--- src/rtl/fskd_pkg.sv ---
// Shared types and constants of the FSK tape bit demodulator.
// Used by every module under rtl but fskd_checker; depends on nothing.
package fskd_pkg;

	localparam int FILL_MAX = 63;
	localparam int GAP_W    = 16;
	localparam int FILL_W   = $clog2(FILL_MAX + 1);
	localparam int ADDR_W   = 5;
	localparam int DATA_W   = 32;
	localparam int QUEUE_DEPTH = 2;

	// Register indexes (byte address is 4 * index)
	typedef enum logic [2:0] {
		REG_MID_LEVEL  = 3'd0,
		REG_SHORT_MIN  = 3'd1,
		REG_SHORT_MAX  = 3'd2,
		REG_LONG_MIN   = 3'd3,
		REG_LONG_MAX   = 3'd4,
		REG_GAP_LIMIT  = 3'd5,
		REG_BIT_PERIOD = 3'd6,
		REG_UNUSED     = 3'd7
	} reg_idx_t;

	typedef struct packed {
		logic [7:0]  mid_level;
		logic [7:0]  short_min;
		logic [7:0]  short_max;
		logic [7:0]  long_min;
		logic [7:0]  long_max;
		logic [15:0] gap_limit;
		logic [15:0] bit_period;
	} cfg_t;

	// One decoded bit handed from the front to the back
	typedef struct packed {
		logic             bit_val;
		logic             first;
		logic [GAP_W-1:0] gap;
	} evt_t;

	typedef enum logic [1:0] {
		BK_IDLE,
		BK_COUNT,
		BK_EMIT
	} bk_state_t;

endpackage

--- src/rtl/fskd_regs.sv ---
// Configuration register file behind the APB-style port.
// Depends on fskd_pkg.
module fskd_regs (
	input  logic                       clk,
	input  logic                       arst_n,
	input  logic                       psel,
	input  logic                       penable,
	input  logic                       pwrite,
	input  logic [fskd_pkg::ADDR_W-1:0] paddr,
	input  logic [fskd_pkg::DATA_W-1:0] pwdata,
	output logic [fskd_pkg::DATA_W-1:0] prdata,
	output fskd_pkg::cfg_t             cfg
);
	import fskd_pkg::*;

	cfg_t     cfg_q;
	reg_idx_t idx;
	logic     wr_en;

	assign idx   = reg_idx_t'(paddr[4:2]);
	assign wr_en = psel && penable && pwrite;
	assign cfg   = cfg_q;

	always_ff @(posedge clk or negedge arst_n) begin
		if (!arst_n) begin
			cfg_q.mid_level  <= 8'd128;
			cfg_q.short_min  <= 8'd9;
			cfg_q.short_max  <= 8'd16;
			cfg_q.long_min   <= 8'd17;
			cfg_q.long_max   <= 8'd22;
			cfg_q.gap_limit  <= 16'd441;
			cfg_q.bit_period <= 16'd329;
		end else if (wr_en) begin
			unique case (idx)
				REG_MID_LEVEL:  cfg_q.mid_level  <= pwdata[7:0];
				REG_SHORT_MIN:  cfg_q.short_min  <= pwdata[7:0];
				REG_SHORT_MAX:  cfg_q.short_max  <= pwdata[7:0];
				REG_LONG_MIN:   cfg_q.long_min   <= pwdata[7:0];
				REG_LONG_MAX:   cfg_q.long_max   <= pwdata[7:0];
				REG_GAP_LIMIT:  cfg_q.gap_limit  <= pwdata[15:0];
				REG_BIT_PERIOD: cfg_q.bit_period <= pwdata[15:0];
				REG_UNUSED:     ;
			endcase
		end
	end

	always_comb begin
		unique case (idx)
			REG_MID_LEVEL:  prdata = {24'd0, cfg_q.mid_level};
			REG_SHORT_MIN:  prdata = {24'd0, cfg_q.short_min};
			REG_SHORT_MAX:  prdata = {24'd0, cfg_q.short_max};
			REG_LONG_MIN:   prdata = {24'd0, cfg_q.long_min};
			REG_LONG_MAX:   prdata = {24'd0, cfg_q.long_max};
			REG_GAP_LIMIT:  prdata = {16'd0, cfg_q.gap_limit};
			REG_BIT_PERIOD: prdata = {16'd0, cfg_q.bit_period};
			REG_UNUSED:     prdata = '0;
		endcase
	end

endmodule

--- src/rtl/fskd_front.sv ---
// Front end: level compare, pulse classification, pattern match.
// Depends on fskd_pkg; pushes decoded bits into fskd_queue.
module fskd_front (
	input  logic           clk,
	input  logic           arst_n,
	input  fskd_pkg::cfg_t cfg,
	input  logic           take,
	input  logic [7:0]     sample,
	output logic           push,
	output fskd_pkg::evt_t push_evt
);
	import fskd_pkg::*;

	logic             level_low_q;
	logic [7:0]       interval_q;
	logic             prev_long_q;
	logic [7:0]       short_q;
	logic [7:0]       long_q;
	logic [GAP_W-1:0] since_q;
	logic             no_bit_yet_q;

	logic             low, rise, is_short, is_long, pulse;
	logic [7:0]       interval_n, short_n, long_n, s_m, l_m;
	logic [GAP_W-1:0] since_n;
	logic             pair, match1, match0;

	always_comb begin
		since_n    = (since_q == {GAP_W{1'b1}}) ? since_q : since_q + 1'b1;
		interval_n = (interval_q == 8'hFF) ? interval_q : interval_q + 8'd1;
		low        = sample < cfg.mid_level;
		rise       = (low != level_low_q) && !low;
		is_short   = interval_n >= cfg.short_min && interval_n <= cfg.short_max;
		is_long    = !is_short && interval_n >= cfg.long_min && interval_n <= cfg.long_max;
		pulse      = rise && (is_short || is_long);
		short_n    = (is_short && short_q != 8'hFF) ? short_q + 8'd1 : short_q;
		long_n     = (is_long && long_q != 8'hFF) ? long_q + 8'd1 : long_q;
		pair       = pulse && prev_long_q && is_short;
		// snap counts within one of the nominal pattern
		s_m = short_n;
		if (short_n == 8'd9 || short_n == 8'd11)  s_m = 8'd10;
		if (short_n == 8'd17 || short_n == 8'd19) s_m = 8'd18;
		l_m = long_n;
		if (long_n == 8'd10 || long_n == 8'd12) l_m = 8'd11;
		if (long_n == 8'd5 || long_n == 8'd7)   l_m = 8'd6;
		match1 = s_m == 8'd10 && l_m == 8'd11;
		match0 = s_m == 8'd18 && l_m == 8'd6;
		push   = take && pair && (match1 || match0);
		push_evt.bit_val = match1;
		push_evt.first   = no_bit_yet_q;
		push_evt.gap     = since_n;
	end

	always_ff @(posedge clk or negedge arst_n) begin
		if (!arst_n) begin
			level_low_q  <= 1'b1;
			interval_q   <= '0;
			prev_long_q  <= 1'b1;
			short_q      <= '0;
			long_q       <= '0;
			since_q      <= '0;
			no_bit_yet_q <= 1'b1;
		end else if (take) begin
			level_low_q <= low;
			interval_q  <= rise ? 8'd0 : interval_n;
			since_q     <= push ? '0 : since_n;
			if (push) begin
				no_bit_yet_q <= 1'b0;
			end
			if (pulse) begin
				prev_long_q <= is_long;
				// a long-to-short change clears both counts, matched or not
				short_q     <= pair ? 8'd0 : short_n;
				long_q      <= pair ? 8'd0 : long_n;
			end
		end
	end

endmodule

--- src/rtl/fskd_queue.sv ---
// Two-entry queue of decoded bits between front and back.
// Depends on fskd_pkg.
module fskd_queue (
	input  logic           clk,
	input  logic           arst_n,
	input  logic           push,
	input  fskd_pkg::evt_t push_evt,
	input  logic           pop,
	output logic           full,
	output logic           nonempty,
	output fskd_pkg::evt_t head
);
	import fskd_pkg::*;

	localparam int PTR_W = $clog2(QUEUE_DEPTH);

	evt_t             mem_q [QUEUE_DEPTH];
	logic [PTR_W-1:0] wr_ptr_q, rd_ptr_q;
	logic [PTR_W:0]   count_q;

	assign full     = count_q == (PTR_W+1)'(QUEUE_DEPTH);
	assign nonempty = count_q != '0;
	assign head     = mem_q[rd_ptr_q];

	always_ff @(posedge clk) begin
		if (push) begin
			mem_q[wr_ptr_q] <= push_evt;
		end
	end

	always_ff @(posedge clk or negedge arst_n) begin
		if (!arst_n) begin
			wr_ptr_q <= '0;
			rd_ptr_q <= '0;
			count_q  <= '0;
		end else begin
			if (push) begin
				wr_ptr_q <= (wr_ptr_q == PTR_W'(QUEUE_DEPTH - 1)) ? '0 : wr_ptr_q + 1'b1;
			end
			if (pop) begin
				rd_ptr_q <= (rd_ptr_q == PTR_W'(QUEUE_DEPTH - 1)) ? '0 : rd_ptr_q + 1'b1;
			end
			count_q <= count_q + (PTR_W+1)'(push) - (PTR_W+1)'(pop);
		end
	end

endmodule

--- src/rtl/fskd_back.sv ---
// Back end: counts gap fillers, then emits fillers and the decoded bit.
// Depends on fskd_pkg; drains fskd_queue.
module fskd_back (
	input  logic           clk,
	input  logic           arst_n,
	input  fskd_pkg::cfg_t cfg,
	input  logic           q_nonempty,
	input  fskd_pkg::evt_t q_head,
	output logic           pop,
	output logic           bit_valid,
	input  logic           bit_ready,
	output logic           bit_value,
	output logic           is_filler,
	output logic           last_of_run,
	output logic           fill_truncated
);
	import fskd_pkg::*;

	bk_state_t         state_q, state_n;
	logic [GAP_W-1:0]  gap_q;
	logic              bit_q;
	logic [FILL_W-1:0] fills_q, sent_q;
	logic              trunc_q;
	logic              ov_q, bv_q, fil_q, last_q, tr_q;

	logic              slot_free, over, more, all_sent, emit_fill, emit_bit;
	logic [31:0]       gap_sub;

	assign slot_free = !ov_q || bit_ready;
	assign over      = 32'(gap_q) > 32'(cfg.gap_limit);
	assign more      = over && fills_q < FILL_W'(FILL_MAX);
	assign all_sent  = sent_q == fills_q;
	assign gap_sub   = (32'(gap_q) > 32'(cfg.bit_period))
	                   ? 32'(gap_q) - 32'(cfg.bit_period) : 32'd0;

	always_comb begin
		state_n = state_q;
		unique case (state_q)
			BK_IDLE:  if (q_nonempty) state_n = q_head.first ? BK_EMIT : BK_COUNT;
			BK_COUNT: if (!more) state_n = BK_EMIT;
			BK_EMIT:  if (slot_free && all_sent) state_n = BK_IDLE;
			default:  state_n = BK_IDLE;
		endcase
	end

	always_comb begin
		pop       = state_q == BK_IDLE && q_nonempty;
		emit_fill = state_q == BK_EMIT && slot_free && !all_sent;
		emit_bit  = state_q == BK_EMIT && slot_free && all_sent;
	end

	always_ff @(posedge clk or negedge arst_n) begin
		if (!arst_n) begin
			state_q <= BK_IDLE;
			ov_q    <= 1'b0;
		end else begin
			state_q <= state_n;
			if (emit_fill || emit_bit) begin
				ov_q <= 1'b1;
			end else if (bit_ready) begin
				ov_q <= 1'b0;
			end
		end
	end

	always_ff @(posedge clk) begin
		if (pop) begin
			gap_q   <= q_head.gap;
			bit_q   <= q_head.bit_val;
			fills_q <= '0;
			sent_q  <= '0;
			trunc_q <= 1'b0;
		end else if (state_q == BK_COUNT) begin
			if (more) begin
				fills_q <= fills_q + 1'b1;
				gap_q   <= gap_sub[GAP_W-1:0];
			end else begin
				trunc_q <= over;
			end
		end else if (emit_fill) begin
			sent_q <= sent_q + 1'b1;
		end
		if (emit_fill || emit_bit) begin
			bv_q   <= emit_fill ? 1'b1 : bit_q;
			fil_q  <= emit_fill;
			last_q <= emit_bit;
			tr_q   <= trunc_q;
		end
	end

	assign bit_valid      = ov_q;
	assign bit_value      = bv_q;
	assign is_filler      = fil_q;
	assign last_of_run    = last_q;
	assign fill_truncated = tr_q;

endmodule

--- src/rtl/fsk_tape_bit_demodulator_unit.sv ---
// Top level of the FSK tape bit demodulator.
// Depends on fskd_pkg, fskd_regs, fskd_front, fskd_queue and fskd_back.
//
// Usage:
//   Input channel: one 8-bit audio sample per beat (sample_valid/sample_ready).
//   Output channel: one recovered bit per beat (bit_valid/bit_ready) with
//   bit_value, is_filler, last_of_run and fill_truncated.
//   Configuration: APB-style port, registers at byte address 4*index; write
//   only while the block is idle. pready is tied high.
// Timing:
//   The front takes one sample per cycle unless the queue is full; it
//   classifies a rising crossing and matches the pulse counts in that same
//   cycle, and a decoded bit enters a two-entry queue. The back pops it,
//   counts the gap down by bit_period (up to 63 fillers), then emits the
//   fillers and the bit, one beat per cycle unless the receiver stalls; a
//   bit passes the back's idle, count (skipped by the first bit) and emit
//   states, then the output register. sample_ready drops only while the
//   queue is full: bits arriving in a long filler run, or a stalled receiver.
// Reset:
//   arst_n clears most state asynchronously; registers return to defaults.
//   A stalled receiver holds the output register; the back then stops and
//   the queue, then the front, back up behind it.
module fsk_tape_bit_demodulator_unit (
	input  logic                        clk,
	input  logic                        arst_n,
	input  logic                        sample_valid,
	output logic                        sample_ready,
	input  logic [7:0]                  sample,
	output logic                        bit_valid,
	input  logic                        bit_ready,
	output logic                        bit_value,
	output logic                        is_filler,
	output logic                        last_of_run,
	output logic                        fill_truncated,
	input  logic                        psel,
	input  logic                        penable,
	input  logic                        pwrite,
	input  logic [fskd_pkg::ADDR_W-1:0] paddr,
	input  logic [fskd_pkg::DATA_W-1:0] pwdata,
	output logic [fskd_pkg::DATA_W-1:0] prdata,
	output logic                        pready
);
	import fskd_pkg::*;

	cfg_t cfg;
	evt_t push_evt, head;
	logic push, pop, full, nonempty, take;

	assign pready       = 1'b1;
	// hold samples off only while a decoded bit might find no room
	assign sample_ready = !full;
	assign take         = sample_valid && sample_ready;

	fskd_regs u_regs (
		.clk     (clk),
		.arst_n  (arst_n),
		.psel    (psel),
		.penable (penable),
		.pwrite  (pwrite),
		.paddr   (paddr),
		.pwdata  (pwdata),
		.prdata  (prdata),
		.cfg     (cfg)
	);

	fskd_front u_front (
		.clk      (clk),
		.arst_n   (arst_n),
		.cfg      (cfg),
		.take     (take),
		.sample   (sample),
		.push     (push),
		.push_evt (push_evt)
	);

	fskd_queue u_queue (
		.clk      (clk),
		.arst_n   (arst_n),
		.push     (push),
		.push_evt (push_evt),
		.pop      (pop),
		.full     (full),
		.nonempty (nonempty),
		.head     (head)
	);

	fskd_back u_back (
		.clk            (clk),
		.arst_n         (arst_n),
		.cfg            (cfg),
		.q_nonempty     (nonempty),
		.q_head         (head),
		.pop            (pop),
		.bit_valid      (bit_valid),
		.bit_ready      (bit_ready),
		.bit_value      (bit_value),
		.is_filler      (is_filler),
		.last_of_run    (last_of_run),
		.fill_truncated (fill_truncated)
	);

endmodule

--- config.mk ---
export PLATFORM = sky130hd
export DESIGN_NAME = fsk_tape_bit_demodulator_unit
export DESIGN_NICKNAME = d
export VERILOG_FILES = /design/src/rtl/fskd_pkg.sv /design/src/rtl/fskd_regs.sv /design/src/rtl/fskd_front.sv /design/src/rtl/fskd_queue.sv /design/src/rtl/fskd_back.sv /design/src/rtl/fsk_tape_bit_demodulator_unit.sv
export SDC_FILE = /design/constraint.sdc
export NUM_CORES = 1
export LEC_CHECK = 0
export BUFFER_PORTS_ARGS = -buffer_cell sky130_fd_sc_hd__buf_4
export CORE_AREA = 2 2 122 183
export DETAILED_ROUTE_END_ITERATION = 16
export DIE_AREA = 0 0 124 185
export PLACE_DENSITY = 0.72
export SLEW_MARGIN = 20
export SYNTH_ARGS = -nofsm -noshare
export SYNTH_HDL_FRONTEND = slang
export SYNTH_SLANG_ARGS = --single-unit
--- constraint.sdc ---
create_clock -name clk -period 4.7 [get_ports clk]
set_input_delay 0.705 -clock clk [delete_from_list [all_inputs] [get_ports clk]]
set_output_delay 0.705 -clock clk [all_outputs]
set_load 0.005 [all_outputs]
Word level (Yosys, flattened, before mapping)
Memories as Yosys holds them, arrays and structs flattened.
Cells that the tools add are included.
{ "totals": {"reg_bits": 156, "mem_bits_rw": 36, "out_inout_bits": 39, "memories": 1} }
{ "mem_list": {"columns": ["name", "depth", "word_bits", "read_ports", "rd_clocked_by_memory_dff", "write_ports", "line_no", "rtl"], "rows": [
  ["u_queue.mem_q", 2, 18, 1, 0, 1, "fskd_queue.sv:17", "evt_t mem_q [QUEUE_DEPTH];"]
]} }
{ "op_classes": {"addsub": 11, "order_cmp": 8, "n_eq_ne": 31, "n_mux": 28, "n_bitwise": 2, "n_reduce_logical": 55} }
{ "op_table": {"columns": ["cell", "n"], "rows": [
  ["$pmux 32 s8", 1],
  ["$mux 16", 6],
  ["$mux 8", 10],
  ["$eq 8x4->1 const B", 6],
  ["$gt 16x16->1", 2],
  ["$reduce_and 2->1", 13],
  ["$add 8x1->8 const B", 3],
  ["$eq 8x3->1 const B", 3],
  ["$eq 8x5->1 const B", 3],
  ["$logic_and 1x1->1", 22],
  ["$add 16x1->16 const B", 1],
  ["$eq 16x16->1 const B", 1],
  ["$ge 8x8->1", 2],
  ["$le 8x8->1", 2],
  ["$ne 8x8->1 const B", 2],
  ["$sub 16x16->16", 1],
  ["$add 6x1->6 const B", 2],
  ["$eq 3x3->1 const B", 4],
  ["$eq 8x8->1 const B", 1],
  ["$logic_or 1x1->1", 8],
  ["$lt 8x8->1", 1],
  ["$mux 2", 4],
  ["$reduce_bool 2->1", 4],
  ["$eq 3x2->1 const B", 2],
  ["other kinds (18)", 31]
]} }

Logic depth before layout (Yosys ltp)
{ "depth": {"ltp_word": 19, "depth_mapped": 21, "ltp_nobuf": 18} }

Cells and area by module
From an unflattened synthesis, not the netlist that was laid out.
{ "unflattened": {"hier_cells": 1165, "hier_area_um2": 12179.2} }
{ "modules_own_cells": {"columns": ["mod", "instances", "cells_per_inst", "area_per_inst_um2"], "rows": [
  ["fskd_front", 1, 543, 4331.7],
  ["fskd_regs", 1, 260, 3545.9],
  ["fskd_back", 1, 287, 2732.6],
  ["fskd_queue", 1, 71, 1547.7],
  ["fsk_tape_bit_demodulator_unit", 1, 4, 21.3]
]} }

Worst setup path after synthesis
OpenSTA, ideal clock, no wires.
{ "synth_path": {"path_kind": "register to register", "from": "reg u_front.interval_q[0]", "to": "mem u_queue.mem_q[0][0] (netlist name) (enable)", "t_arrival_ns": 4.679, "required_time_ns": 4.307, "slack_ns": -0.371, "stages_incl_launch_ff": 18, "period_less_slack_ns": 5.071, "path_cell_list": "dfrtp_1 ha_1 and3_1 clkbuf_1 nand3_1 nand3_1 xnor2_1 ha_1 a21oi_1 o21ai_0 o21a_1 or4_4 or3_4 a21oi_2 o31ai_1 a311o_1 buf_6 nor2_1"} }
{ "synth_via": {"elab_chain_cells": 19} }
{ "synth_rtl": {"columns": ["item", "line_no", "rtl"], "rows": [
  ["start: declaration", "fskd_front.sv:15", "logic [7:0] interval_q;"],
  ["start signal: assignment", "fskd_front.sv:64", "interval_q <= rise ? 8'd0 : interval_n;"],
  ["$add 8x1->8 or $eq 8x8->1 (tied branches)", "fskd_front.sv:29", "interval_n = (interval_q == 8'hFF) ? interval_q : interval_q + 8'd1;"],
  ["$mux 8 (*)", "fskd_front.sv:29", null],
  ["$ge 8x8->1 or $le 8x8->1 (tied branches)", "fskd_front.sv:32", "is_short = interval_n >= cfg.short_min && interval_n <= cfg.short_max;"],
  ["$logic_and 1x1->1", "fskd_front.sv:32", null],
  ["$logic_not 1->1", "fskd_front.sv:33", "is_long = !is_short && interval_n >= cfg.long_min && interval_n <= cfg.long_max;"],
  ["$logic_and 1x1->1 (2 in series)", "fskd_front.sv:33", null],
  ["$logic_and 1x1->1", "fskd_front.sv:36", "long_n = (is_long && long_q != 8'hFF) ? long_q + 8'd1 : long_q;"],
  ["$mux 8", "fskd_front.sv:36", null],
  ["[2 not listed]", null, null],
  ["$mux 8", "fskd_front.sv:43", "if (long_n == 8'd10 || long_n == 8'd12) l_m = 8'd11;"],
  ["$mux 8", "fskd_front.sv:44", "if (long_n == 8'd5 || long_n == 8'd7) l_m = 8'd6;"],
  ["$eq 8x4->1 or $eq 8x3->1 (tied branches)", "fskd_front.sv:45, fskd_front.sv:46", null],
  ["$logic_and 1x1->1 (on tied branches)", "fskd_front.sv:45, fskd_front.sv:46", null],
  ["$logic_or 1x1->1", "fskd_front.sv:47", "push = take && pair && (match1 || match0);"],
  ["$logic_and 1x1->1 (*)", "fskd_front.sv:47", null],
  ["$mux 1 (*)", "fskd_queue.sv:26", "if (push) begin"],
  ["$mux 1 (not written as such) (*)", "fskd_queue.sv:27", "mem_q[wr_ptr_q] <= push_evt;"],
  ["end: declaration", "fskd_queue.sv:17", null]
]} }
Mark *: on every way between the ends. The rest lies on a longest branch, timed or not.

Final worst setup path
{ "layout_path": {"from": "reg u_front.interval_q[0]", "to": "mem u_queue.mem_q[1][4] (netlist name) (enable)"} }
Same word-level chain as after synthesis.

==> summary.log <==
INFO  layout         areaGrowthSynthToFinish=13.3%
INFO  layout         layout.nets=1415
INFO  clock_network  numClockSinks=192
INFO  die            full_die_area=22900um^2
INFO  synthesis      compound_gate_fraction_of_synth_area=0.165
INFO  grt            grt_pass1_vias=9040
INFO  drt            postRouteAntennaNets=0
INFO  setup_path     critical_path.slowest_cell=or4_4
INFO  clock_network  cts-root-to-sink-buffers=2
INFO  synthesis      synth_adder_area_share=0.0872
INFO  timing         clock.fmax=222MHz
INFO  layout         post_layout_nonfiller_instances=1568
INFO  layout         final_cell_mix=nand2_1, o21ai_0, dfrtp_1
INFO  synthesis      yosys.area_share.simple=0.168
INFO  synthesis      postSynthRegisterBits=192
INFO  setup_path     cp_num_buf_inv=1
INFO  timing         timing.slew.headroom=0.286
INFO  drt            viasPerCell=5.83
INFO  setup_path     cpLargestDelayFamily=simple AND/OR/NAND/NOR gates
INFO  placement      dp_hpwl=20100um
INFO  setup_path     cp.required=4.86ns
INFO  placement      buffer_ports.inserted=55
INFO  grt            grt_first_pass_wirelength=44200um
INFO  clock_network  skew_pair_late_insertion_delay=0.44ns
INFO  synthesis      postSynthCellCount=1230
INFO  synthesis      synthFlopType=dfrtp_1
INFO  synthesis      synth.avg_cell_area=9.40um^2
INFO  die            coreArea=21500um^2
INFO  drt            wirelength=27800um
INFO  clock_network  clk_transition_reported_paths=0.07ns
INFO  synthesis      synthesis.area=11600um^2
INFO  drt            drtIter0Drc=578
INFO  job            max_cap_violations=0
INFO  grt            met2_usage=0.441
INFO  synthesis      ys_async_sr_fraction=0.635
INFO  timing         hold_viol_final=0
INFO  die            die-width=124um
INFO  pwr            power.ir.vdd_worst=0.000276V
INFO  setup_path     crit_type=reg2reg
INFO  setup_path     startpoint=u_front.interval_q[0]
INFO  grt            top_usage_layer=met2
INFO  grt            met1_usage=0.286
INFO  clock_network  clock_tree.root_cell=clkbuf_16
INFO  grt            grt_remaining_overflow=0
INFO  synthesis      synth_top_family_by_area=simple AND/OR/NAND/NOR gates
INFO  setup_path     worstSetupEndpointType=flop
INFO  worst_hold_path class_of_the_tightest_hold_or_removal_check=in2async
INFO  clock_network  h_tree_lvl_count=4
INFO  grt            globalRouteMet3Util=0.0388
INFO  run_status     status=finished clean
INFO  placement      gp_congestion=0.856
INFO  synthesis      synth.lib_cells_used.distinct=77
INFO  die            die_ht=185um
INFO  layout         layout.cells.most_common=nand2_1
INFO  grt            grt_use_total=0.248
INFO  timing         final-setup-viol-count=0
INFO  setup_path     most_frequent_cell_on_critical_path=o211ai_1
INFO  die            initial_util=0.539
INFO  placement      dpl.cell_count=1527
INFO  clock_network  cts_made_buffers=17
INFO  pwr            p_leak=5.75nW
INFO  pwr            power_density=367nW/um^2
INFO  setup_path     cp_cell_sequence=ha_4 -> and3_4 -> nand3_4 -> mux2_4 -> ha_1 -> nor2b_1 -> o211ai_1 -> a21oi_2 -> or4_4 -> or3_4 -> a21oi_4 -> o211ai_1 -> a311o_2 -> nor2_4 -> clkbuf_16
INFO  timing         drv_slew=0
INFO  layout         insertedDiodeCount=0
INFO  layout         final_area=13100um^2
INFO  clock_network  tritoncts=built
INFO  synthesis      number_of_enable_type_register_cells_in_the_synthesized_netlist=57
INFO  timing         finalCritPeriodShare=0.959
INFO  layout         drive_gt1_frac=0.160
INFO  timing         rsz0062_at_grt=no
INFO  grt            initial_antenna_violation_count=0
INFO  setup_path     worst-path-max-fanout=5
INFO  setup_path     critical_path_arrival=4.67ns
INFO  placement      place_worst_setup_slack=-0.00831ns
INFO  timing         max_slew.worst_pin.slew=1.07ns
INFO  synthesis      synthMuxAreaShare=0.0478
INFO  synthesis      synth_sequential_area_ratio=0.437
INFO  timing         timing.hold.ws=0.429ns
INFO  placement      placed_cell_area=12300um^2
INFO  timing         worst_clock_skew=0.00906ns
INFO  die            boundaryPins=91
INFO  setup_path     crit_path_start_kind=flop
INFO  drt            route.detailed.wl_per_inst=17.7um
INFO  drt            remaining_drc_errors=0
INFO  drt            detailedRoute.firstPassIterationCount=5
INFO  timing         timing.setup.tns=0ns
INFO  synthesis      synth.yosys.warnings=0
INFO  timing         period_needed=4.51ns
INFO  synthesis      synth_xor_area_frac=0.0356
INFO  setup_path     max_stage_delay=0.50ns
INFO  grt            grt_max_degree=74
INFO  timing         timing.final.ws_setup=0.192ns
INFO  clock_network  cts_hold_buf=0
INFO  drt            vias=9142
INFO  setup_path     regToRegStartpoint=u_front.interval_q[0]
INFO  die            cell_row_count=66
metrics by stage:
step,util,power [W]
after floorplan,-,0.00295
after global placement,0.572,0.00330
after detailed placement,0.572,0.00334
after CTS,0.599,0.00477
after global routing,0.610,0.00509
final,0.610,0.00481
area by class of cell:
type | count | area, um^2
Multi-Input combinational cell | 895 | 6050
Sequential cell | 192 | 5050
Fill cell | 1868 | 8370
Clock inverter | 14 | 146
Clock buffer | 18 | 429
Inverter | 88 | 330
Tap cell | 272 | 340
Timing Repair Buffer | 89 | 752
path summary, 6_finish.rpt:
check	end	slack, ns	cells after the start
hold reg to reg	u_back.fill_truncated	0.45	0
hold / removal	u_front.interval_q[2]	0.43	1
setup / recovery	u_queue.mem_q[1][4]	0.19	15
max in group asynchronous	u_regs.cfg[6]	3.41	2
min in group clk	u_back.fill_truncated	0.45	0
setup reg to reg	u_queue.mem_q[1][4]	0.19	15
Yosys cell counts, types with 18 or more instances:
cell | n | area, um^2
a21oi_1 | 60 | 300
nand2_1 | 126 | 473
xnor2_1 | 25 | 219
nand4_1 | 32 | 200
dfrtp_1 | 100 | 2500
edfxtp_1 | 57 | 1710
mux2_2 | 18 | 203
nand3_1 | 31 | 155
nor3_1 | 33 | 165
a21o_1 | 21 | 158
nor2_1 | 68 | 255
xor2_1 | 22 | 193
and3_1 | 18 | 113
dfstp_2 | 22 | 578
inv_1 | 86 | 323
o21ai_0 | 102 | 510
clkbuf_1 | 48 | 180
mux2i_1 | 35 | 350
ha_1 | 79 | 988
o22ai_1 | 23 | 144
nor2b_1 | 20 | 125
metal layers:
metal / share of wire / wire, um
met4: 0.042 / 1160
met5: 0 / 0
met3: 0.038 / 1050
met2: 0.52 / 14500
met1: 0.40 / 11100
kinds of logic (layout without fill, tap and decap cells):
family                     count (synthesis)  count (layout)
and+or+nand+nor                          392             392
muxes                                     53              53
xor gates and xnor gates                  47              47
DFF                                      192             192
buffers and inverters                    158             209
AOI/OAI and AO/OA                        306             306
adders and majority gates                 80              80
other                                      2              17
flip-flops by register name (all words and copies together) (netlist names), 2 cells and up:
signal,flops
u_regs.cfg,72
u_front.since_q,16
u_back.gap_q,16
u_front.interval_q,8
u_back.state_q,2
u_queue.mem_q,36
u_queue.count_q,2
u_back.fills_q,6
u_front.long_q,8
u_back.sent_q,6
u_front.short_q,8
worst register-to-register path, delay by kind of cell (launching register included):
| family | cells | cell delay (ns) |
|---|---|---|
| and+or+nand+nor | 6 | 1.58 |
| AOI/OAI and AO/OA | 5 | 1.16 |
| adders and majority gates | 2 | 0.48 |
| DFF | 1 | 0.46 |
| muxes | 1 | 0.34 |
| buffers and inverters | 1 | 0.20 |
timing repair:
action | 4_1_cts | 5_1_grt
setup buffers | 0 | 6
resized for setup | 1 | 29
pin swaps | 0 | 10
endpoints found under the setup margin | 36 | 43
gates cloned | 0 | 4
power breakdown:
| group | total (W) | leakage, nW | switching, W | internal (W) |
|---|---|---|---|---|
| sequential | 0.00208 | 2.14 | 0.000135 | 0.00194 |
| combinational | 0.00131 | 3.34 | 0.000743 | 0.000565 |
| clock | 0.00143 | 0.277 | 0.000678 | 0.000749 |
No activity file was read; power rests on OpenSTA's default activity.
